<file path="config.mk">
export PLATFORM = sky130hd
export DESIGN_NAME = pss_ctrl
export DESIGN_NICKNAME = d
export VERILOG_FILES = /design/src/rtl/pss_pkg.sv /design/src/rtl/pss_ctrl.sv
export SDC_FILE = /design/constraint.sdc
export NUM_CORES = 1
export LEC_CHECK = 0
export ABC_CLOCK_PERIOD_IN_PS = 1400
export BUFFER_PORTS_ARGS = -buffer_cell sky130_fd_sc_hd__buf_2
export CORE_AREA = 2 2 39 41
export CTS_CLUSTER_DIAMETER = 50
export DETAILED_ROUTE_END_ITERATION = 8
export DIE_AREA = 0 0 41 43
export PLACE_DENSITY_LB_ADDON = 0.08
export SLEW_MARGIN = 5
export SYNTH_ARGS = -nofsm -noshare
export SYNTH_HDL_FRONTEND = slang
export SYNTH_SLANG_ARGS = --single-unit
</file>
<file path="constraint.sdc">
create_clock -name aclk -period 1.4 [get_ports aclk]
set_input_delay 0.07 -clock aclk [delete_from_list [all_inputs] [get_ports aclk]]
set_output_delay 0.07 -clock aclk [all_outputs]
set_load 0.02 [all_outputs]
</file>
<file path="src/rtl/pss_pkg.sv">
// Shared constants, codes and control types of the positional sequence store.
`default_nettype none
package pss_pkg;

    localparam int DEPTH_DEF         = 256;
    localparam int ELEMENT_WIDTH_DEF = 32;

    localparam int MODE_W   = 3;
    localparam int POS_W    = 8;
    localparam int DATA_W   = 32;
    localparam int LENGTH_W = 9;
    localparam int STATUS_W = 2;

    localparam logic [MODE_W-1:0] MODE_APPEND  = 3'd0;
    localparam logic [MODE_W-1:0] MODE_REMOVE  = 3'd1;
    localparam logic [MODE_W-1:0] MODE_READ    = 3'd2;
    localparam logic [MODE_W-1:0] MODE_REPLACE = 3'd3;
    localparam logic [MODE_W-1:0] MODE_INSERT  = 3'd4;
    localparam logic [MODE_W-1:0] MODE_DELETE  = 3'd5;

    localparam logic [STATUS_W-1:0] STAT_OK   = 2'd0;
    localparam logic [STATUS_W-1:0] STAT_FULL = 2'd1;
    localparam logic [STATUS_W-1:0] STAT_BAD  = 2'd2;

    typedef enum logic [2:0] {
        ST_IDLE,
        ST_EVAL,
        ST_RD_WAIT,
        ST_SHIFT,
        ST_FINISH,
        ST_RESP
    } pss_state_t;

    typedef struct packed {
        logic cap_req;
        logic res_load;
        logic res_value;
        logic rd_pos;
        logic rd_last;
        logic wr_pos;
        logic wr_end;
        logic cnt_inc;
        logic cnt_dec;
        logic shift_init;
        logic shift_step;
    } pss_cmd_t;

    typedef struct packed {
        logic              err;
        logic [MODE_W-1:0] mode;
        logic              shift_busy;
    } pss_stat_t;

endpackage
`default_nettype wire

</file>
<file path="src/rtl/pss_ctrl.sv">
// Controller state machine that sequences each request through the datapath.
`default_nettype none
module pss_ctrl (
    input  wire logic               aclk,
    input  wire logic               aresetn,
    input  wire logic               s_valid,
    output logic                    s_ready,
    output logic                    m_valid,
    input  wire logic               m_ready,
    input  wire pss_pkg::pss_stat_t stat,
    output pss_pkg::pss_cmd_t       cmd
);

    pss_pkg::pss_state_t state_reg, state_next;

    always_ff @(posedge aclk) begin
        if (!aresetn) begin
            state_reg <= pss_pkg::ST_IDLE;
        end else begin
            state_reg <= state_next;
        end
    end

    always_comb begin
        state_next = state_reg;
        unique case (state_reg)
            pss_pkg::ST_IDLE: begin
                if (s_valid) state_next = pss_pkg::ST_EVAL;
            end
            pss_pkg::ST_EVAL: begin
                if (stat.err) begin
                    state_next = pss_pkg::ST_RESP;
                end else begin
                    unique case (stat.mode) inside
                        pss_pkg::MODE_READ, pss_pkg::MODE_REMOVE, pss_pkg::MODE_DELETE:
                            state_next = pss_pkg::ST_RD_WAIT;
                        pss_pkg::MODE_INSERT:
                            state_next = pss_pkg::ST_SHIFT;
                        default:
                            state_next = pss_pkg::ST_RESP;
                    endcase
                end
            end
            pss_pkg::ST_RD_WAIT: begin
                if (stat.mode == pss_pkg::MODE_DELETE) begin
                    state_next = pss_pkg::ST_SHIFT;
                end else begin
                    state_next = pss_pkg::ST_RESP;
                end
            end
            pss_pkg::ST_SHIFT: begin
                if (!stat.shift_busy) state_next = pss_pkg::ST_FINISH;
            end
            pss_pkg::ST_FINISH: state_next = pss_pkg::ST_RESP;
            pss_pkg::ST_RESP: begin
                if (m_ready) state_next = pss_pkg::ST_IDLE;
            end
            default: state_next = pss_pkg::ST_IDLE;
        endcase
    end

    always_comb begin
        cmd     = '0;
        s_ready = 1'b0;
        m_valid = 1'b0;
        unique case (state_reg)
            pss_pkg::ST_IDLE: begin
                s_ready     = 1'b1;
                cmd.cap_req = s_valid;
            end
            pss_pkg::ST_EVAL: begin
                cmd.res_load = 1'b1;
                if (!stat.err) begin
                    unique case (stat.mode) inside
                        pss_pkg::MODE_APPEND: begin
                            cmd.wr_end  = 1'b1;
                            cmd.cnt_inc = 1'b1;
                        end
                        pss_pkg::MODE_REMOVE: begin
                            cmd.rd_last = 1'b1;
                            cmd.cnt_dec = 1'b1;
                        end
                        pss_pkg::MODE_READ, pss_pkg::MODE_DELETE: cmd.rd_pos = 1'b1;
                        pss_pkg::MODE_REPLACE: cmd.wr_pos = 1'b1;
                        pss_pkg::MODE_INSERT: cmd.shift_init = 1'b1;
                        default: cmd.res_load = 1'b1;
                    endcase
                end
            end
            pss_pkg::ST_RD_WAIT: begin
                cmd.res_value  = 1'b1;
                cmd.shift_init = (stat.mode == pss_pkg::MODE_DELETE);
            end
            pss_pkg::ST_SHIFT: cmd.shift_step = 1'b1;
            pss_pkg::ST_FINISH: begin
                if (stat.mode == pss_pkg::MODE_INSERT) begin
                    cmd.wr_pos  = 1'b1;
                    cmd.cnt_inc = 1'b1;
                end else begin
                    cmd.cnt_dec = 1'b1;
                end
            end
            pss_pkg::ST_RESP: m_valid = 1'b1;
            default: cmd = '0;
        endcase
    end

endmodule
`default_nettype wire

</file>
==> results of run 1 <==
per-layer routing:
metal	global-route usage, %	part of all wire (%)	vias up
li1	-	-	271
met1	20.83	44	247
met2	26.88	51	18
met3	6.806	5.2	0
met4	0	0	0
met5	0	0	-
report_power, final:
part | switching, mW | internal, mW
Clock | 0.0426 | 0.107
Combinational | 0.259 | 0.214
Sequential | 0.0303 | 0.110
per-stage QoR:
stage / TNS, ns / cells / hold slack, ns / worst slack, ns / power, mW
6_report: -0.6805 / 103 / 0.1073 / -0.1733 / 0.7617
3_3_place_gp: 0 / 96 / 0.3395 / 0.04567 / 0.5563
5_1_grt: -1.197 / 103 / 0.1121 / -0.2506 / 0.8358
2_1_floorplan: 0 / 60 / 0.1878 / 0.01756 / 0.4327
4_1_cts: -0.6924 / 101 / 0.1037 / -0.1920 / 0.7467
3_5_place_dp: 0 / 96 / 0.3409 / 0.01533 / 0.5576
placed cells by master, fill, tap and decap left out, drive strengths merged, types with 3 or more instances in the layout:
cell type,netlist,layout
buf,6,29
a21oi,6,6
nor3,6,6
o21ai,5,5
clkbuf,0,4
nor2,4,4
nand2b,3,3
dfxtp,3,3
inv,3,3
nand2,3,3
cells by family after synthesis:
| group | count (synthesis) | synth area share, % |
|---|---|---|
| xor gates and xnor gates | 1 | 2.084 |
| buffers and inverters | 9 | 11.91 |
| AOI/OAI and AO/OA | 19 | 29.17 |
| and+or+nand+nor | 28 | 42.56 |
| DFF | 3 | 14.29 |
worst max-delay path, stage by stage, from the launching register on:
cell,delay [ns]
dfxtp_2,0.33
nor2_4,0.11
nand2_2,0.06
or3_4,0.37
a211oi_4,0.26
buf_6,0.14
Yosys cell counts (all sizes together):
library cell / number
or3: 2
o21ai: 5
buf: 6
nand2: 3
a31oi: 1
a211oi: 1
nor4: 2
o2111ai: 1
nand3: 1
and2: 1
nor4b: 1
nor2: 4
and3: 2
nor2b: 1
a21oi: 6
o21bai: 2
o21a: 1
nand2b: 3
a21o: 1
inv: 3
nor3: 6
xor2: 1
dfxtp: 3
nor3b: 2
a311o: 1
final cells by class:
type / instances / area (um^2) / share of cell area (%)
clock buffers: 4 / 26.28 / 4.038
flip-flops and latches: 3 / 63.81 / 9.808
well taps: 16 / 20.02 / 3.077
repair buffers: 29 / 188.9 / 29.04
inverters: 3 / 11.26 / 1.731
multi-input cells: 48 / 340.3 / 52.31
timing repair:
action	in CTS	in global routing
setup endpoints to repair	6	6
pin swaps	3	4
setup buffers	1	2
gates resized for setup	10	4
worst paths after layout:
| path | startpoint | end | slack (ns) | cells after the start |
|---|---|---|---|---|
| hold / removal | aresetn | state_reg[1]$_SDFFE_PN0P_ | 0.11 | 2 |
| hold reg to reg | state_reg[0]$_SDFFE_PN0P_ | state_reg[0]$_SDFFE_PN0P_ | 0.62 | 2 |
| setup / recovery | state_reg[2]$_SDFFE_PN0P_ | cmd[3] | -0.17 | 5 |
| setup reg to reg | state_reg[1]$_SDFFE_PN0P_ | state_reg[2]$_SDFFE_PN0P_ | 0.12 | 5 |
==> impl_metrics.toml, run 1 <==
[synth]
synth_nets = 69
syn_area_um2 = 420.4
synth_top_cell_by_area = "dfxtp_1"
synth_warnings = 0
yosysSeqAreaShare_pct = 14.29
synth_area_leaders = "dfxtp_1 (14%), a21oi_1 (7.1%), nor3_1 (6.0%), buf_2 (4.8%), nand2b_1 (4.5%)"
synth_area_per_cell_um2 = 7.007
ys_ff_latch = 3
synth_cell_types = 34
syn-instance-count = 60
yosysTopAreaCellShare_pct = 14.29

[clocking]
clock-root-buffer = "clkbuf_4"
clk_path_buf_depth = 2
cts_hold_buf = 0
htree_levels = 1
clock_sinks = 3
cts_made_buffers = 3
clkLatencyLatePin_ns = 0.23
cts_tree = "done"
clk_pin_slew_worst_paths_ns = 0.04

[floorplanning]
dieHeight_um = 43
die_area_um2 = 1763
num_rows = 14
die_w_um = 41
start_util_pct = 30.38
ioPinCount = 22
core_um2 = 1384

[sta]
setup_ws_ns = -0.1733
worst_pin_slew_ns = 0.3405
fin_crit_sh_pct = 112.4
finClkSkew_ns = 0.007098
relSlewSlack_pct = 77.25
max_freq_ghz = 0.6356
rsz0062_at_grt = "yes"
finalMaxSlewViolations = 0
timing.final.crit_period_ns = 1.573
finalHoldViolations = 0
setup_viol = 6

[detailed_routing]
wire_per_inst_um = 12.12
firstDrtPassIters = 2
wl_um = 1248
vias = 536
drtAntennaViolNets = 0
via_per_inst = 5.204
drc = 0
drt-initial-drc-count = 4

[placed_design]
gp_congestion = 0.7346
io_buffer_count = 21
hpwl_um = 965.2
placed_area_um2 = 561.8

[power_and_ir_drop]
peakVddDrop_uv = 714.3
leakage_nw = 0.2947
powerDensity_nw_per_um2 = 1171

[worst_hold_path]
hp-class = "in -> reg"

[outcome]
status = "finished, violations left"
failed_checks = "setup timing"

[global_routing]
grt_antenna_before_repair = 0
grt_usage_pct = 16.45
globalRoute.totalOverflow = 0
grt_max_degree = 14
grt_pass1_wl_um = 2042
grt_pass1_vias = 467

[layout]
area_growth_syn_to_layout_pct = 54.76
largest_reg_flops = 3
final_area_um2 = 650.6
drive_above_1_share_pct = 52.87
antenna_cells = 0
nNetsFinal = 97
postLayoutCoreUtil_pct = 47.02
fill_cells = 144

[critical_path]
critPathKind = "reg -> out"
crit_arrival_ns = 1.50
start_kind = "register"
cp_data_required_time_ns = 1.33
cp_max_fo = 4
worstSetupEndpointType = "output port"

[flow_run]
drv_cap = 0
Power figures use the tool's default switching activity.
==> run 2: changes to the inputs <==
Settings changed: RECOVER_POWER from default to 25.
==> run 2 against run 1 <==
  * The flow still finishes with violations (setup timing)
  * Clock-buffer cell count unchanged
  * Critical path depth unchanged
  * Sequential share of layout area about the same
  * Hold slack unchanged
  * Critical path type unchanged
  * Largest cell class unchanged
  * Largest power group unchanged
==> impl_metrics.toml, run 2 (synthesis gave the netlist of run 1 again) <==
[critical_path]
crit_cells = 5
crit_buf_inv = 1
max_stage_delay_ns = 0.37
r2r-start = "state_reg[1]$_SDFFE_PN0P_"
critPathKind = "reg -> out"
worstSetupEndpointType = "output port"
cpMaxStageDelayCell = "or3_4"
reg2reg_depth = 5
cp_top_family = "simple AND/OR/NAND/NOR gates"
crit_chain = "nor2_4, nand2_2, or3_4, a211oi_4, buf_6"
cp_data_required_time_ns = 1.33
crit_path_end = "cmd[3]"
cp_max_fo = 4
r2r_end = "state_reg[2]$_SDFFE_PN0P_"
start_kind = "register"
r2r_slack_ns = 0.12
crit_start = "state_reg[2]$_SDFFE_PN0P_"
crit_arrival_ns = 1.50

[global_routing]
busiest_layer = "met2"
grt_antenna_before_repair = 0
grt_pass1_wl_um = 2042
grt_use_met2_pct = 26.88
grt_usage_pct = 16.45
grt_pass1_vias = 467
grtUsageMet3_pct = 6.806
globalRoute.totalOverflow = 0
grt_util_met1_pct = 20.83
grt_max_degree = 14

[clocking]
clock_sinks = 3
clkLatencyLatePin_ns = 0.23
htree_levels = 1
clock-root-buffer = "clkbuf_4"
clk_pin_slew_worst_paths_ns = 0.04
cts_hold_buf = 0
clk_path_buf_depth = 2
cts_tree = "done"
cts_made_buffers = 3

[placed_design]
placed_area_um2 = 561.8
dp_worst_setup_slack_ns = 0.01533
io_buffer_count = 21
hpwl_um = 965.2
gp_congestion = 0.7346

[detailed_routing]
vias = 536
drtAntennaViolNets = 0
wire_per_inst_um = 12.12
drc = 0
drt-initial-drc-count = 4
firstDrtPassIters = 2
via_per_inst = 5.204
wl_um = 1248

[layout]
layout_commonest_cell = "buf_2"
largest_reg_flops = 3
final_area_um2 = 649.4
drive_above_1_share_pct = 51.72
antenna_cells = 0
area_growth_syn_to_layout_pct = 54.46
layout_common_cells = "buf_2 (15), buf_4 (10), a21oi_1 (6)"
nNetsFinal = 97

[power_and_ir_drop]
p_switching_mw = 0.3318
leakage_nw = 0.2913
cellInternalPower_mw = 0.4272
power_frac_clock_pct = 19.7
powerDensity_nw_per_um2 = 1169
switching_share_pct = 43.71
power_frac_comb_pct = 61.9
peakVddDrop_uv = 714.3
finalPower_mw = 0.7590
pwr-share-seq_pct = 18.4

[sta]
finalMaxSlewViolations = 0
fin_crit_sh_pct = 112.4
relSlewSlack_pct = 77.25
setup_viol = 6
worst_pin_slew_ns = 0.3405
setup_ws_ns = -0.1733
tns_ns = -0.6805
finClkSkew_ns = 0.007098
max_freq_ghz = 0.6356
finalHoldViolations = 0
timing.final.crit_period_ns = 1.573
rsz0062_at_grt = "yes"

[floorplanning]
die_area_um2 = 1763
ioPinCount = 22
start_util_pct = 30.38
die_w_um = 41
core_um2 = 1384
num_rows = 14
dieHeight_um = 43

[worst_hold_path]
hp-class = "in -> reg"
whs_path_depth = 2

[outcome]
status = "finished, violations left"
failed_checks = "setup timing"

[flow_run]
drv_cap = 0
-- run 2: cell count changes in the layout (fill, tap and decap cells not counted) --
| cell | previous run | this run |
|---|---|---|
| buf_2 | 16 | 15 |
| clkbuf_1 | 1 | 2 |
-- run 2: timing repair --
item	in CTS	in global routing
gates resized for setup	10	4
endpoints found under the setup margin	6	6
pin swaps	3	4
setup buffers	1	2
-- run 2: how the worst min path moves through the flow --
stage,startpoint,to,slack (ns)
2_1_floorplan,aresetn,state_reg[1]$_SDFFE_PN0P_,0.19
3_3_place_gp,aresetn,state_reg[1]$_SDFFE_PN0P_,0.34
3_5_place_dp,aresetn,state_reg[1]$_SDFFE_PN0P_,0.34
4_1_cts,aresetn,state_reg[1]$_SDFFE_PN0P_,0.10
5_1_grt,aresetn,state_reg[1]$_SDFFE_PN0P_,0.11
6_report,aresetn,state_reg[1]$_SDFFE_PN0P_,0.11
-- run 2: layer usage --
metal | wire length (um) | share of wire [%]
met2 | 635 | 51
met1 | 546 | 44
met3 | 65 | 5.2
met5 | 0 | 0
met4 | 0 | 0
-- run 2: metrics by stage --
step                      hold WS, ns  instances  util, %
after floorplan                0.1878         60        -
after global placement         0.3395         96    40.60
after detailed placement       0.3409         96    40.60
after CTS                      0.1037        101    44.94
after global routing           0.1121        103    46.93
final                          0.1073        103    46.93
-- run 2: final cells by class --
type,instances,area (um^2)
Sequential cell,3,63.81
Multi-Input combinational cell,48,340.3
Inverter,3,11.26
Timing Repair Buffer,29,187.7
Tap cell,16,20.02
Fill cell,145,734.5
Clock buffer,4,26.28
-- run 2: power groups by stage --
| stage | clock (mW) | sequential [mW] | combinational (mW) |
|---|---|---|---|
| 2_1_floorplan | 0 | 0.112 | 0.321 |
| 3_3_place_gp | 0 | 0.132 | 0.424 |
| 3_5_place_dp | 0 | 0.133 | 0.425 |
| 4_1_cts | 0.156 | 0.140 | 0.451 |
| 5_1_grt | 0.170 | 0.144 | 0.519 |
| 6_report | 0.149 | 0.140 | 0.470 |
==> run 3: changes to the inputs <==
Settings changed: GPL_TIMING_DRIVEN from default to 0, PLACE_DENSITY from default to 0.58, PLACE_DENSITY_LB_ADDON 0.08 to default.
==> run 3 against run 2 <==
  * First-iteration DRC count grew to 3.5 times the previous value
  * Hold slack worse by 0.020 ns
  * Global-route usage down 1.5 points
  * Sequential power fell by 4%
  * Combinational power up 28%
  * Routed wire length up 6.5%
  * Sequential share of layout area decreased by 0.77 points
  * Design area increased by 13%
  * The flow still finishes with violations (setup timing)
==> impl_metrics.toml, run 3 (synthesis gave the netlist of run 1 again) <==
[floorplanning]
ioPinCount = 22
start_util_pct = 30.38
die_w_um = 41
num_rows = 14
dieHeight_um = 43
die_area_um2 = 1763
core_um2 = 1384

[clocking]
cts_tree = "done"
htree_levels = 1
clk_pin_slew_worst_paths_ns = 0.04
clkLatencyLatePin_ns = 0.23
clock_sinks = 3
cts_made_buffers = 3
clk_path_buf_depth = 2
clock-root-buffer = "clkbuf_4"

[worst_hold_path]
hp-class = "in -> reg"

[critical_path]
max_stage_delay_ns = 0.37
r2r_slack_ns = 0.13
start_kind = "register"
crit_arrival_ns = 1.53
cp_max_fo = 5
critPathKind = "reg -> out"
cpMaxStageDelayCell = "or3_4"
crit_buf_inv = 1
crit_chain = "nor2_4, nand2_2, or3_4, a211oi_4, buf_6"
cp_top_family = "simple AND/OR/NAND/NOR gates"
worstSetupEndpointType = "output port"
cp_data_required_time_ns = 1.33

[sta]
setup_ws_ns = -0.2018
relSlewSlack_pct = 76.71
worst_pin_slew_ns = 0.3486
max_freq_ghz = 0.6243
fin_crit_sh_pct = 114.4
finClkSkew_ns = 0.001914
setup_viol = 7
finalHoldViolations = 0
finalMaxSlewViolations = 0
timing.final.crit_period_ns = 1.602
rsz0062_at_grt = "yes"

[detailed_routing]
via_per_inst = 5.111
drt-initial-drc-count = 14
drc = 0
wl_um = 1329
vias = 552
firstDrtPassIters = 4
drtAntennaViolNets = 0
wire_per_inst_um = 12.31

[placed_design]
hpwl_um = 840
gp_congestion = 0.7147
place_inst = 96
io_buffer_count = 20
placed_area_um2 = 558.0

[layout]
register_area_um2 = 66.31
fin_cells = 108
area_growth_syn_to_layout_pct = 74.11
antenna_cells = 0
fill_cells = 138
multi_input_area_um2 = 366.6
layout_common_cells = "buf_4 (15), buf_2 (14), a21oi_1 (5)"
final_area_um2 = 732.0
largest_reg_flops = 3
layout_commonest_cell = "buf_4"
nNetsFinal = 102
drive_above_1_share_pct = 58.70

[power_and_ir_drop]
power_frac_comb_pct = 67.9
cellInternalPower_mw = 0.5146
peakVddDrop_uv = 497.0
leakage_nw = 0.3287
powerDensity_nw_per_um2 = 1208
finalPower_mw = 0.8841
power_frac_clock_pct = 17.0
p_switching_mw = 0.3695
pwr-share-seq_pct = 15.1
switching_share_pct = 41.79

[global_routing]
grt_max_degree = 11
globalRoute.totalOverflow = 0
grt_pass1_vias = 482
grt_pass1_wl_um = 1883
grt_antenna_before_repair = 0
grt_usage_pct = 14.94

[flow_run]
drv_cap = 0

[outcome]
failed_checks = "setup timing"
status = "finished, violations left"
[run 3: worst register-to-register path: stages (launching register included)]
cell and delay, ns:
dfxtp_4 0.36, buf_6 0.13, nor4b_4 0.26, a31oi_2 0.06, nor3_2 0.24, o21a_1 0.15
[run 3: through the flow]
stage	TNS (ns)	setup slack (ns)	hold WS [ns]	util (%)
after floorplan	0	0.01756	0.1878	-
after global placement	-0.09135	-0.08581	0.3332	40.33
after detailed placement	-0.09823	-0.09823	0.3230	40.33
after CTS	-0.9909	-0.2539	0.08190	45.66
after global routing	-1.323	-0.2739	0.1059	52.89
final	-0.8037	-0.2018	0.08726	52.89
[run 3: area by class of cell]
cell class,count,area share [%]
plain buffers,4,4.444
clock buffers,4,3.590
inverters,3,1.880
multi-input cells,48,50.09
flip-flops and latches,3,9.060
well taps,16,2.735
repair buffers,30,28.21
[run 3: path summary, 6_finish.rpt]
kind,startpoint,end,depth (start not counted)
worst max-delay path,state_reg[2]$_SDFFE_PN0P_,cmd[3],5
worst min-delay path,aresetn,state_reg[1]$_SDFFE_PN0P_,2
worst max register to register,state_reg[1]$_SDFFE_PN0P_,state_reg[1]$_SDFFE_PN0P_,5
worst min register to register,state_reg[0]$_SDFFE_PN0P_,state_reg[2]$_SDFFE_PN0P_,3
[run 3: timing repair]
action | in CTS | in global routing
pin swaps | 5 | 7
hold buffers | 0 | 0
endpoints found under the setup margin | 7 | 7
setup buffers | 4 | 6
gates resized for setup | 9 | 18
[run 3: power by group through the flow]
stage,registers [mW],logic (mW),clock network [mW]
after global placement,0.115,0.421,0
after floorplan,0.112,0.321,0
after detailed placement,0.116,0.422,0
after global routing,0.138,0.646,0.163
final,0.134,0.601,0.150
after CTS,0.123,0.479,0.157
[run 3: routing by layer]
layer / track usage, % / vias up / part of all wire [%]
met5: 0 / - / 0
met4: 9.333 / 0 / 2.6
met3: 4.712 / 4 / 5.6
met2: 20.63 / 21 / 49
met1: 19.23 / 245 / 43
li1: - / 282 / -
